### src/hdl/s256sh_pkg.sv
`default_nettype none

package s256sh_pkg;

  // Input word kinds carried on the tuser side channel.
  localparam logic OP_ABSORB = 1'b0;
  localparam logic OP_FINISH = 1'b1;

  localparam logic [7:0] PAD_MARK = 8'h80;

  typedef enum logic [2:0] {
    ST_IDLE,
    ST_PRE0,
    ST_PRE1,
    ST_ROUND,
    ST_UPDATE,
    ST_FILL,
    ST_OUT
  } state_t;

  function automatic logic [31:0] init_hash(input logic [2:0] idx);
    logic [31:0] v;
    case (idx)
      3'd0:    v = 32'h6a09e667;
      3'd1:    v = 32'hbb67ae85;
      3'd2:    v = 32'h3c6ef372;
      3'd3:    v = 32'ha54ff53a;
      3'd4:    v = 32'h510e527f;
      3'd5:    v = 32'h9b05688c;
      3'd6:    v = 32'h1f83d9ab;
      default: v = 32'h5be0cd19;
    endcase
    return v;
  endfunction

  function automatic logic [31:0] round_k(input logic [5:0] r);
    logic [31:0] v;
    case (r)
      6'd0:  v = 32'h428a2f98;  6'd1:  v = 32'h71374491;
      6'd2:  v = 32'hb5c0fbcf;  6'd3:  v = 32'he9b5dba5;
      6'd4:  v = 32'h3956c25b;  6'd5:  v = 32'h59f111f1;
      6'd6:  v = 32'h923f82a4;  6'd7:  v = 32'hab1c5ed5;
      6'd8:  v = 32'hd807aa98;  6'd9:  v = 32'h12835b01;
      6'd10: v = 32'h243185be;  6'd11: v = 32'h550c7dc3;
      6'd12: v = 32'h72be5d74;  6'd13: v = 32'h80deb1fe;
      6'd14: v = 32'h9bdc06a7;  6'd15: v = 32'hc19bf174;
      6'd16: v = 32'he49b69c1;  6'd17: v = 32'hefbe4786;
      6'd18: v = 32'h0fc19dc6;  6'd19: v = 32'h240ca1cc;
      6'd20: v = 32'h2de92c6f;  6'd21: v = 32'h4a7484aa;
      6'd22: v = 32'h5cb0a9dc;  6'd23: v = 32'h76f988da;
      6'd24: v = 32'h983e5152;  6'd25: v = 32'ha831c66d;
      6'd26: v = 32'hb00327c8;  6'd27: v = 32'hbf597fc7;
      6'd28: v = 32'hc6e00bf3;  6'd29: v = 32'hd5a79147;
      6'd30: v = 32'h06ca6351;  6'd31: v = 32'h14292967;
      6'd32: v = 32'h27b70a85;  6'd33: v = 32'h2e1b2138;
      6'd34: v = 32'h4d2c6dfc;  6'd35: v = 32'h53380d13;
      6'd36: v = 32'h650a7354;  6'd37: v = 32'h766a0abb;
      6'd38: v = 32'h81c2c92e;  6'd39: v = 32'h92722c85;
      6'd40: v = 32'ha2bfe8a1;  6'd41: v = 32'ha81a664b;
      6'd42: v = 32'hc24b8b70;  6'd43: v = 32'hc76c51a3;
      6'd44: v = 32'hd192e819;  6'd45: v = 32'hd6990624;
      6'd46: v = 32'hf40e3585;  6'd47: v = 32'h106aa070;
      6'd48: v = 32'h19a4c116;  6'd49: v = 32'h1e376c08;
      6'd50: v = 32'h2748774c;  6'd51: v = 32'h34b0bcb5;
      6'd52: v = 32'h391c0cb3;  6'd53: v = 32'h4ed8aa4a;
      6'd54: v = 32'h5b9cca4f;  6'd55: v = 32'h682e6ff3;
      6'd56: v = 32'h748f82ee;  6'd57: v = 32'h78a5636f;
      6'd58: v = 32'h84c87814;  6'd59: v = 32'h8cc70208;
      6'd60: v = 32'h90befffa;  6'd61: v = 32'ha4506ceb;
      6'd62: v = 32'hbef9a3f7;  default: v = 32'hc67178f2;
    endcase
    return v;
  endfunction

  function automatic logic [31:0] big_sig0(input logic [31:0] x);
    return {x[1:0], x[31:2]} ^ {x[12:0], x[31:13]} ^ {x[21:0], x[31:22]};
  endfunction

  function automatic logic [31:0] big_sig1(input logic [31:0] x);
    return {x[5:0], x[31:6]} ^ {x[10:0], x[31:11]} ^ {x[24:0], x[31:25]};
  endfunction

  function automatic logic [31:0] small_sig0(input logic [31:0] x);
    return {x[6:0], x[31:7]} ^ {x[17:0], x[31:18]} ^ {3'b000, x[31:3]};
  endfunction

  function automatic logic [31:0] small_sig1(input logic [31:0] x);
    return {x[16:0], x[31:17]} ^ {x[18:0], x[31:19]} ^ {10'b0, x[31:10]};
  endfunction

endpackage

`default_nettype wire

### src/hdl/sha256_stream_hasher_unit.sv
// A data byte is accepted whenever the unit is idle. The 64th byte of a block stalls input while
// the block is compressed: prefetch states PRE0 and PRE1, 64 rounds at one round per cycle, one hash update.
// A finish word writes the padding one schedule word per cycle, runs one or
// two compressions, then presents the eight digest words, one per cycle while out_tready is high.
// Absorb throughput is limited by the single round unit, since input stalls while each block is compressed.
// Synchronous active-low reset restores the initial hash and a zero count, not the schedule memory.
`default_nettype none

module sha256_stream_hasher_unit (
  input  logic        clk,
  input  logic        rst_n,
  input  logic        in_tvalid,
  output logic        in_tready,
  input  logic [7:0]  in_tdata,   // [7:0] data_byte
  input  logic [0:0]  in_tuser,   // [0] operation
  output logic        out_tvalid,
  input  logic        out_tready,
  output logic [31:0] out_tdata,  // [31:0] digest_word
  output logic [2:0]  out_tuser,  // [2:0] word_index
  output logic        out_tlast   // last_word
);
  import s256sh_pkg::*;

  state_t      state_r, state_nxt;
  logic [60:0] cnt_r;
  logic [23:0] acc_r;
  logic [31:0] hash_r [8];
  logic [31:0] wk_r [8];
  logic [5:0]  rnd_r;
  logic [31:0] w16_r, wm1_r, wm2_r;
  logic [3:0]  fill_idx_r, wi_r;
  logic [31:0] pad_r;
  logic        fin_r, two_r, pass_r;
  logic [2:0]  oidx_r;

  logic [31:0] sched_mem [16];
  logic [31:0] rda_r, rdb_r;
  logic [3:0]  rda_addr, rdb_addr, wr_addr;
  logic [31:0] wr_data;
  logic        wr_en;

  logic [5:0]  pos;
  logic        in_acc, absorb, finish, out_acc, last_out;
  logic [31:0] w_cur, t1, t2, fill_data, pad_word;
  logic [63:0] bit_len;

  assign pos      = cnt_r[5:0];
  assign in_acc   = in_tvalid & in_tready;
  assign absorb   = in_acc & (in_tuser[0] == OP_ABSORB);
  assign finish   = in_acc & (in_tuser[0] == OP_FINISH);
  assign out_acc  = out_tvalid & out_tready;
  assign last_out = out_acc & (oidx_r == 3'd7);
  assign bit_len  = {cnt_r, 3'b000};

  // Schedule word for this round; the first 16 come straight from the block.
  always_comb begin
    if (rnd_r[5:4] == 2'b00) begin
      w_cur = w16_r;
    end else begin
      w_cur = w16_r + small_sig0(rda_r) + rdb_r + small_sig1(wm2_r);
    end
    t1 = wk_r[7] + big_sig1(wk_r[4]) + ((wk_r[4] & wk_r[5]) ^ (~wk_r[4] & wk_r[6]))
       + round_k(rnd_r) + w_cur;
    t2 = big_sig0(wk_r[0]) + ((wk_r[0] & wk_r[1]) ^ (wk_r[0] & wk_r[2]) ^ (wk_r[1] & wk_r[2]));
  end

  always_comb begin
    case (pos[1:0])
      2'd0:    pad_word = {PAD_MARK, 24'h0};
      2'd1:    pad_word = {acc_r[7:0], PAD_MARK, 16'h0};
      2'd2:    pad_word = {acc_r[15:0], PAD_MARK, 8'h0};
      default: pad_word = {acc_r[23:0], PAD_MARK};
    endcase
  end

  // The length goes only into the final block of the message.
  always_comb begin
    fill_data = '0;
    if (!pass_r && fill_idx_r == wi_r) begin
      fill_data = pad_r;
    end else if (pass_r || !two_r) begin
      if (fill_idx_r == 4'd14) begin
        fill_data = bit_len[63:32];
      end else if (fill_idx_r == 4'd15) begin
        fill_data = bit_len[31:0];
      end
    end
  end

  always_comb begin
    state_nxt = state_r;
    unique case (state_r)
      ST_IDLE: begin
        if (finish) begin
          state_nxt = ST_FILL;
        end else if (absorb && pos == 6'd63) begin
          state_nxt = ST_PRE0;
        end
      end
      ST_PRE0:  state_nxt = ST_PRE1;
      ST_PRE1:  state_nxt = ST_ROUND;
      ST_ROUND: begin
        if (rnd_r == 6'd63) begin
          state_nxt = ST_UPDATE;
        end
      end
      ST_UPDATE: begin
        if (!fin_r) begin
          state_nxt = ST_IDLE;
        end else if (two_r && !pass_r) begin
          state_nxt = ST_FILL;
        end else begin
          state_nxt = ST_OUT;
        end
      end
      ST_FILL: begin
        if (fill_idx_r == 4'd15) begin
          state_nxt = ST_PRE0;
        end
      end
      ST_OUT: begin
        if (last_out) begin
          state_nxt = ST_IDLE;
        end
      end
      default: state_nxt = ST_IDLE;
    endcase
  end

  always_comb begin
    in_tready  = 1'b0;
    out_tvalid = 1'b0;
    rda_addr   = '0;
    rdb_addr   = '0;
    wr_en      = 1'b0;
    wr_addr    = pos[5:2];
    wr_data    = {acc_r, in_tdata};
    unique case (state_r)
      ST_IDLE: begin
        in_tready = 1'b1;
        wr_en     = absorb && (pos[1:0] == 2'd3);
      end
      ST_PRE0: rda_addr = 4'd0;
      ST_PRE1: begin
        rda_addr = 4'd1;
        rdb_addr = 4'd9;
      end
      ST_ROUND: begin
        // Reads are issued ahead of the round that uses them: w[r-15] feeds the next round's w[r-16] as well.
        rda_addr = rnd_r[3:0] + 4'd2;
        rdb_addr = rnd_r[3:0] + 4'd10;
        wr_en    = 1'b1;
        wr_addr  = rnd_r[3:0];
        wr_data  = w_cur;
      end
      ST_UPDATE: ;
      ST_FILL: begin
        wr_en   = 1'b1;
        wr_addr = fill_idx_r;
        wr_data = fill_data;
      end
      ST_OUT: out_tvalid = 1'b1;
      default: ;
    endcase
  end

  assign out_tdata = hash_r[oidx_r];
  assign out_tuser = oidx_r;
  assign out_tlast = (oidx_r == 3'd7);

  always_ff @(posedge clk) begin
    if (wr_en) begin
      sched_mem[wr_addr] <= wr_data;
    end
    rda_r <= sched_mem[rda_addr];
    rdb_r <= sched_mem[rdb_addr];
  end

  always_ff @(posedge clk) begin
    if (absorb) begin
      acc_r <= {acc_r[15:0], in_tdata};
    end
    if (finish) begin
      wi_r  <= pos[5:2];
      pad_r <= pad_word;
      two_r <= (pos[5:3] == 3'b111);
    end
    if (finish) begin
      fill_idx_r <= pos[5:2];
    end else if (state_r == ST_UPDATE) begin
      fill_idx_r <= '0;
    end else if (state_r == ST_FILL) begin
      fill_idx_r <= fill_idx_r + 4'd1;
    end
    if (state_r == ST_PRE0) begin
      for (int j = 0; j < 8; j++) begin
        wk_r[j] <= hash_r[j];
      end
    end
    if (state_r == ST_PRE1) begin
      w16_r <= rda_r;
    end
    if (state_r == ST_ROUND) begin
      w16_r <= rda_r;
      wm1_r <= w_cur;
      wm2_r <= wm1_r;
      wk_r[0] <= t1 + t2;
      wk_r[1] <= wk_r[0];
      wk_r[2] <= wk_r[1];
      wk_r[3] <= wk_r[2];
      wk_r[4] <= wk_r[3] + t1;
      wk_r[5] <= wk_r[4];
      wk_r[6] <= wk_r[5];
      wk_r[7] <= wk_r[6];
    end
  end

  always_ff @(posedge clk) begin
    if (!rst_n) begin
      state_r <= ST_IDLE;
      cnt_r   <= '0;
      rnd_r   <= '0;
      fin_r   <= 1'b0;
      pass_r  <= 1'b0;
      oidx_r  <= '0;
      for (int j = 0; j < 8; j++) begin
        hash_r[j] <= init_hash(3'(j));
      end
    end else begin
      state_r <= state_nxt;
      if (absorb) begin
        cnt_r <= cnt_r + 61'd1;
      end
      if (finish) begin
        fin_r <= 1'b1;
      end
      if (state_r == ST_PRE1) begin
        rnd_r <= '0;
      end else if (state_r == ST_ROUND) begin
        rnd_r <= rnd_r + 6'd1;
      end
      if (state_r == ST_UPDATE) begin
        for (int j = 0; j < 8; j++) begin
          hash_r[j] <= hash_r[j] + wk_r[j];
        end
        if (fin_r && two_r && !pass_r) begin
          pass_r <= 1'b1;
        end
      end
      if (out_acc) begin
        oidx_r <= oidx_r + 3'd1;
      end
      if (last_out) begin
        cnt_r  <= '0;
        fin_r  <= 1'b0;
        pass_r <= 1'b0;
        for (int j = 0; j < 8; j++) begin
          hash_r[j] <= init_hash(3'(j));
        end
      end
    end
  end

  a_no_overlap: assert property (@(posedge clk) disable iff (!rst_n)
    out_tvalid |-> !in_tready)
    else $error("input accepted while digest words are pending");

  a_round_end: assert property (@(posedge clk) disable iff (!rst_n)
    (state_r == ST_ROUND && rnd_r == 6'd63) |=> (state_r == ST_UPDATE))
    else $error("compression did not end after 64 rounds");

  a_sched_hazard: assert property (@(posedge clk) disable iff (!rst_n)
    (state_r == ST_ROUND) |-> (wr_addr != rda_addr && wr_addr != rdb_addr))
    else $error("schedule write collides with a read");

  a_block_start: assert property (@(posedge clk) disable iff (!rst_n)
    (absorb && pos == 6'd63) |=> (state_r == ST_PRE0))
    else $error("full block did not start a compression");

  a_digest_done: assert property (@(posedge clk) disable iff (!rst_n)
    last_out |=> (cnt_r == '0 && in_tready && !fin_r))
    else $error("state not restored after the digest");

endmodule

`default_nettype wire

### config.mk
export PLATFORM = sky130hd
export DESIGN_NAME = sha256_stream_hasher_unit
export DESIGN_NICKNAME = d
export VERILOG_FILES = /design/src/hdl/s256sh_pkg.sv /design/src/hdl/sha256_stream_hasher_unit.sv
export SDC_FILE = /design/constraint.sdc
export NUM_CORES = 2
export LEC_CHECK = 0
export ABC_AREA = 1
export BUFFER_PORTS_ARGS = -buffer_cell sky130_fd_sc_hd__buf_2
export CELL_PAD_IN_SITES_DETAIL_PLACEMENT = 1
export CELL_PAD_IN_SITES_GLOBAL_PLACEMENT = 1
export CORE_MARGIN = 3
export CORE_UTILIZATION = 38
export DETAILED_ROUTE_END_ITERATION = 12
export GPL_TIMING_DRIVEN = 0
export HOLD_SLACK_MARGIN = 0.06
export PLACE_DENSITY_LB_ADDON = 0.1
export SKIP_CTS_REPAIR_TIMING = 1
export SLEW_MARGIN = 20
export SYNTH_ARGS = -nofsm -noshare
export SYNTH_HDL_FRONTEND = slang
export SYNTH_SLANG_ARGS = --single-unit
export TNS_END_PERCENT = 1
### constraint.sdc
create_clock -name clk -period 10.5 [get_ports clk]
set_clock_uncertainty 0.15 [all_clocks]
set_input_delay 2.1 -clock clk [delete_from_list [all_inputs] [get_ports clk]]
set_output_delay 2.1 -clock clk [all_outputs]
set_load 0.01 [all_outputs]
## Word-level counts from Yosys, hierarchy flattened

Memories as Yosys holds them, arrays and structs flattened. A register that Yosys moved wholly into a read port is not among the register bits.
Cells that the tools add are included.

- Register bits after elaboration: 236
- Memory bits (writable): 1,024
- Memory bits (read-only): 2,048
- Input bits: 13
- Word-level logic and storage cells: 220
- Memories kept: 4

- Add/subtract/negate cells: 24
- Eq/ne operators: 20
- Mux-type cells: 91
- Bitwise logic cells: 48
- Reduce and logical (&&, ||, !) cells: 19

Memory list:

| memory | depth | bits a word | rd ports | clocked after Yosys merged registers in | write ports | line | source |
|---|---|---|---|---|---|---|---|
| (name not given) | 64 | 32 | 1 | 1 | 0 | s256sh_pkg.sv:38 | `case (r)` |
| sched_mem | 16 | 32 | 2 | 2 | 1 | sha256_stream_hasher_unit.sv:36 | `logic [31:0] sched_mem [16];` |
| hash_r | 8 | 32 | 9 | 1 | 8 | sha256_stream_hasher_unit.sv:27 | `logic [31:0] hash_r [8];` |
| wk_r | 8 | 32 | 8 | 0 | 8 | sha256_stream_hasher_unit.sv:28 | `logic [31:0] wk_r [8];` |

Operators by type and width:

| operator | number |
|---|---|
| 32-bit two-way mux | 55 |
| 32-bit adder | 18 |
| 32-bit XOR | 9 |
| 32-bit bitwise AND | 5 |
| 32-bit one-hot mux with 3 select lines | 1 |
| 32-bit one-hot mux with 2 select lines | 1 |
| 61-bit by 1-bit adder with 61-bit output, second input constant | 1 |
| 32-bit inverter | 1 |
| 32-bit by 22-bit XOR with 32-bit output | 1 |
| 32-bit by 29-bit XOR with 32-bit output | 1 |
| 3-bit two-way mux | 8 |
| 1-bit bitwise OR | 24 |
| 4-bit one-hot mux with 2 select lines | 3 |
| 3-bit one-hot mux with 7 select lines | 1 |
| 3-bit equality test, second input constant | 5 |
| 1-bit two-way mux | 15 |
| 6-bit equality test, second input constant | 2 |
| 4-bit two-way mux | 3 |
| 6-bit two-way mux | 2 |
| 4-bit equality test, second input constant | 2 |
| 6-bit by 1-bit adder with 6-bit output, second input constant | 1 |
| 3-bit by 2-bit equality test with 1-bit output, second input constant | 2 |
| 1-bit logical AND | 6 |
| 2-bit inequality test, second input constant | 3 |
| other kinds (22) | 32 |

## Logic depth before layout (Yosys ltp)

- Depth in word-level cells: 9
- Gate-level depth with buffers: 50
- Depth with buffers taken out: 50

## Worst setup path after synthesis

No wires, ideal clock.

- Path kind: register to register
- From: register state_r[0]
- To: memory sched_mem[11][0] (enable)
- Arrival time: 9,313 ps
- Data required time: 9,929 ps
- Setup slack: 615 ps
- Cell stages (with the launch flop): 16
- Clock period less this slack: 9,885 ps
- Cell sequence: dfxtp_1 inv_2 nor2_4 nand2_2 inv_2 buf_4 clkbuf_1 buf_1 ha_1 inv_1 o21ai_0 nand2_1 o21a_1 inv_1 nand3_1 nor2_1

- Word-level cells in the longest chain between the ends: 8
- Elaborated cells between the ends (all ways): 12
- Classes of those cells: 2 x eq/ne; 5 x mux; 2 x bitwise; 3 x reduce/logical

RTL lines:

| item | line | source |
|---|---|---|
| start: declaration | sha256_stream_hasher_unit.sv:24 | `state_t state_r, state_nxt;` |
| start signal: assignment | sha256_stream_hasher_unit.sv:230 | `state_r <= state_nxt;` |
| 3-bit logical NOT | sha256_stream_hasher_unit.sv:138 | `unique case (state_r)` |
| 1-bit two-way mux | sha256_stream_hasher_unit.sv:138 |  |
| 1-bit bitwise AND | sha256_stream_hasher_unit.sv:48 | `assign in_acc = in_tvalid & in_tready;` |
| 1-bit bitwise AND | sha256_stream_hasher_unit.sv:49 | `assign absorb = in_acc & (in_tuser[0] == OP_ABSORB);` |
| 1-bit logical AND | sha256_stream_hasher_unit.sv:141 | `wr_en = absorb && (pos[1:0] == 2'd3);` |
| 1-bit one-hot mux with 2 select lines | sha256_stream_hasher_unit.sv:138 |  |
| 1-bit two-way mux | sha256_stream_hasher_unit.sv:172 | `if (wr_en) begin` |
| 1-bit two-way mux (not written as such) | sha256_stream_hasher_unit.sv:173 | `sched_mem[wr_addr] <= wr_data;` |
| end: declaration | sha256_stream_hasher_unit.sv:36 |  |

Several ways; a longest one is shown, not always the timed one.

==> run_results.csv <==
group,metric,value,unit
worst_hold_path,hold_end,"wm2_r[14]",
floorplan,die_y,480,um
routing,drc,0,
synthesis,yosysWarnings,0,
worst_hold_path,min_path_type,"reg2reg",
synthesis,synth.ff_latch_count,1352,
synthesis,ys_types,69,
clock_tree,ctsRootBufferMaster,"clkbuf_16",
clock_tree,h-tree-depth,4,
setup_path,crit_family,"adder cells",
worst_hold_path,worstHoldStart,"wm1_r[14]",
synthesis,netlist_area,85200,sq um
floorplan,start_util,38.3,%
routing,final_antenna_net_count,0,
setup_path,critPathRequiredTime,10.92,ns
synthesis,async_reset_ff_share,0,%
routing,wl_per_cell,30.7,um
routing,dr.pass1.iters,6,
global_route,grt_max_degree,45,
floorplan,rows,173,
place,dpl.hpwl,333,mm
setup_path,slowest_delay,0.53,ns
sta,maxSlewHeadroom,13.7,%
routing,drt_iter0_markers,7623,
setup_path,cp-end-kind,"register",
setup_path,reg2reg_to,"wk_r[0][31]",
final_layout,final_cell_count_no_fill,13435,
synthesis,yosysMostFrequentCell,"nand2_1",
sta,fmax,0.0980,GHz
setup_path,critical_path_class,"reg2reg",
worst_hold_path,min_path_cells,0,
sta,timing.final.max_slew_violations,0,
sta,hold_violations,0,
floorplan,die_w,480,um
routing,wl_met2,187,mm
clock_tree,cts.sinks,1352,
routing,wl,413,mm
global_route,overflow,0,
synthesis,ys.flop_type,"edfxtp_1",
synthesis,synth_edf_count,1050,
setup_path,worstSetupStartpoint,"rda_r[16]",
synthesis,synth_top_area_share,37.0,%
setup_path,critical_path_buf_inv_count,9,
clock_tree,cts_buffers,162,
setup_path,reg2reg_depth,46,
synthesis,synth_area_leaders,"edfxtp_1 37%, nand2_1 8.2%, dfxtp_1 7.1%, o21ai_0 6.8%, ha_1 5.9%",
place,gp_congestion,1.00,
routing,top_layer,"met5",
final_layout,utilization,43.7,%
sta,layout_min_cycle_time,10.21,ns
floorplan,io_pins,51,
place,place_inst,13119,
clock_tree,clock_path_buffers,3,
global_route,antenna_found_initial,36,
synthesis,synth_commonest_cells,"1851 x nand2_1, 1264 x inv_1, 1162 x o21ai_0",
place,io_buffers,50,
clock_tree,cts_tree,"built",
synthesis,syn-instance-count,10016,
synthesis,syn-num-nets,10623,
final_layout,nNetsFinal,10928,
setup_path,reg2reg_slack,0.29,ns
outcome,status,"completed",
routing,wl_met3,28.6,mm
final_layout,drive_above_1_share,6.95,%
setup_path,critical_path.max_fanout,5,
routing,wl_met1,174,mm
clock_tree,clk_pin_slew,0.06,ns
floorplan,die-area,230000,sq um
job,maxCapViolCount,0,
sta,min_period_over_period,97.2,%
setup_path,regToRegStartpoint,"rda_r[16]",
setup_path,crit_arrival,10.63,ns
sta,tightestPinTransition,1.28,ns
global_route,track_usage,35.0,%
sta,rsz0062_at_grt,"true",
global_route,grt_pass1_wl,578,mm
clock_tree,worstSkewPairLatency,0.88,ns
routing,vias_per_cell,5.81,
final_layout,area_growth,14.1,%
floorplan,core_area,223000,sq um
routing,num_vias,78057,
synthesis,yosysTopAreaCell,"edfxtp_1",
final_layout,fill_cells,26313,
sta,report.final.setup_viol,0,
synthesis,synth_seq_area_share,44.1,%
global_route,grt_pass1_vias,77801,
setup_path,critPathSlowestCell,"fa_1",
synthesis,avgSynthCellArea,8.51,sq um
setup_path,start_kind,"register",
routing by layer:
metal	vias to the layer above	global-route usage [%]
met5	-	0
met4	2	16.4
met3	751	5.23
met2	3155	56.0
met1	39405	46.5
li1	34744	-
how the worst max path moves through the flow:
stage / to / cells past startpoint
2_1_floorplan: sched_mem[11][0] / 15
4_1_cts: wk_r[0][31] / 40
3_5_place_dp: wk_r[0][31] / 40
5_1_grt: wk_r[0][31] / 47
3_3_place_gp: sched_mem[15][13] / 15
6_report: wk_r[0][31] / 46
cell families after synthesis:
kind of cell	synth area share, %
and+or+nand+nor	16.1
AOI/OAI and AO/OA	17.3
buffers and inverters	7.56
DFF	44.1
adders and majority gates	10.5
xor gates and xnor gates	4.31
muxes	0.144
final cells by class:
type | count | area [sq um] | share of cell area, %
Antenna cell | 4 | 10.0 | 0.0103
Buffer | 403 | 1630 | 1.67
Clock buffer | 206 | 4420 | 4.54
Clock inverter | 93 | 1290 | 1.33
Inverter | 1288 | 4830 | 4.97
Multi-Input combinational cell | 6973 | 42000 | 43.2
Sequential cell | 1352 | 37600 | 38.7
Tap cell | 2975 | 3720 | 3.83
Timing Repair Buffer | 141 | 1710 | 1.76
layout by cell type, fill, tap and decap left out, types with 20 or more instances in the layout:
cell and n:
nand2_1 1835, inv_1 1263, o21ai_0 1136, edfxtp_1 1050
nor2_1 790, a21oi_1 773, ha_1 391, nand3_1 356
clkbuf_1 340, dfxtp_1 281, xor2_1 209, fa_1 194
xnor2_1 185, clkbuf_16 167, nor3_1 131, o221ai_1 131
buf_2 100, o21a_1 79, a31oi_1 66, o22ai_1 63
or2_2 53, a21o_1 51, nand4_1 50, o21bai_1 49
o211ai_1 48, o21ai_1 43, buf_4 33, nor4_1 26
buf_12 25, clkinv_1 24, inv_2 21, buf_1 21
a221oi_1 21, clkinv_2 21, bufinv_16 20
stage by stage:
| step | hold slack (ns) | instance area, sq um | setup slack, ns | TNS, ns |
|---|---|---|---|---|
| after floorplan | 0.250 | 85200 | 0.615 | 0 |
| after global placement | 0.250 | 89200 | -7.08 | -4113.71 |
| after detailed placement | 0.256 | 90800 | -1.09 | -9.58 |
| after CTS | 0.253 | 96500 | -1.18 | -10.31 |
| after global routing | 0.260 | 97200 | -0.122 | -0.218 |
| final | 0.259 | 97200 | 0.292 | 0 |
sequential cells by signal, summed over array words and instances (netlist names), 32 cells and up, named ones only:
signal,flops
cnt_r,61
wm1_r,32
hash_r,256
w16_r,32
sched_mem,512
wm2_r,32
rdb_r,32
rda_r,32
wk_r,256
Power is not shown: default switching activity piles up to over one toggle a cycle in this logic, so the estimate is an artifact.
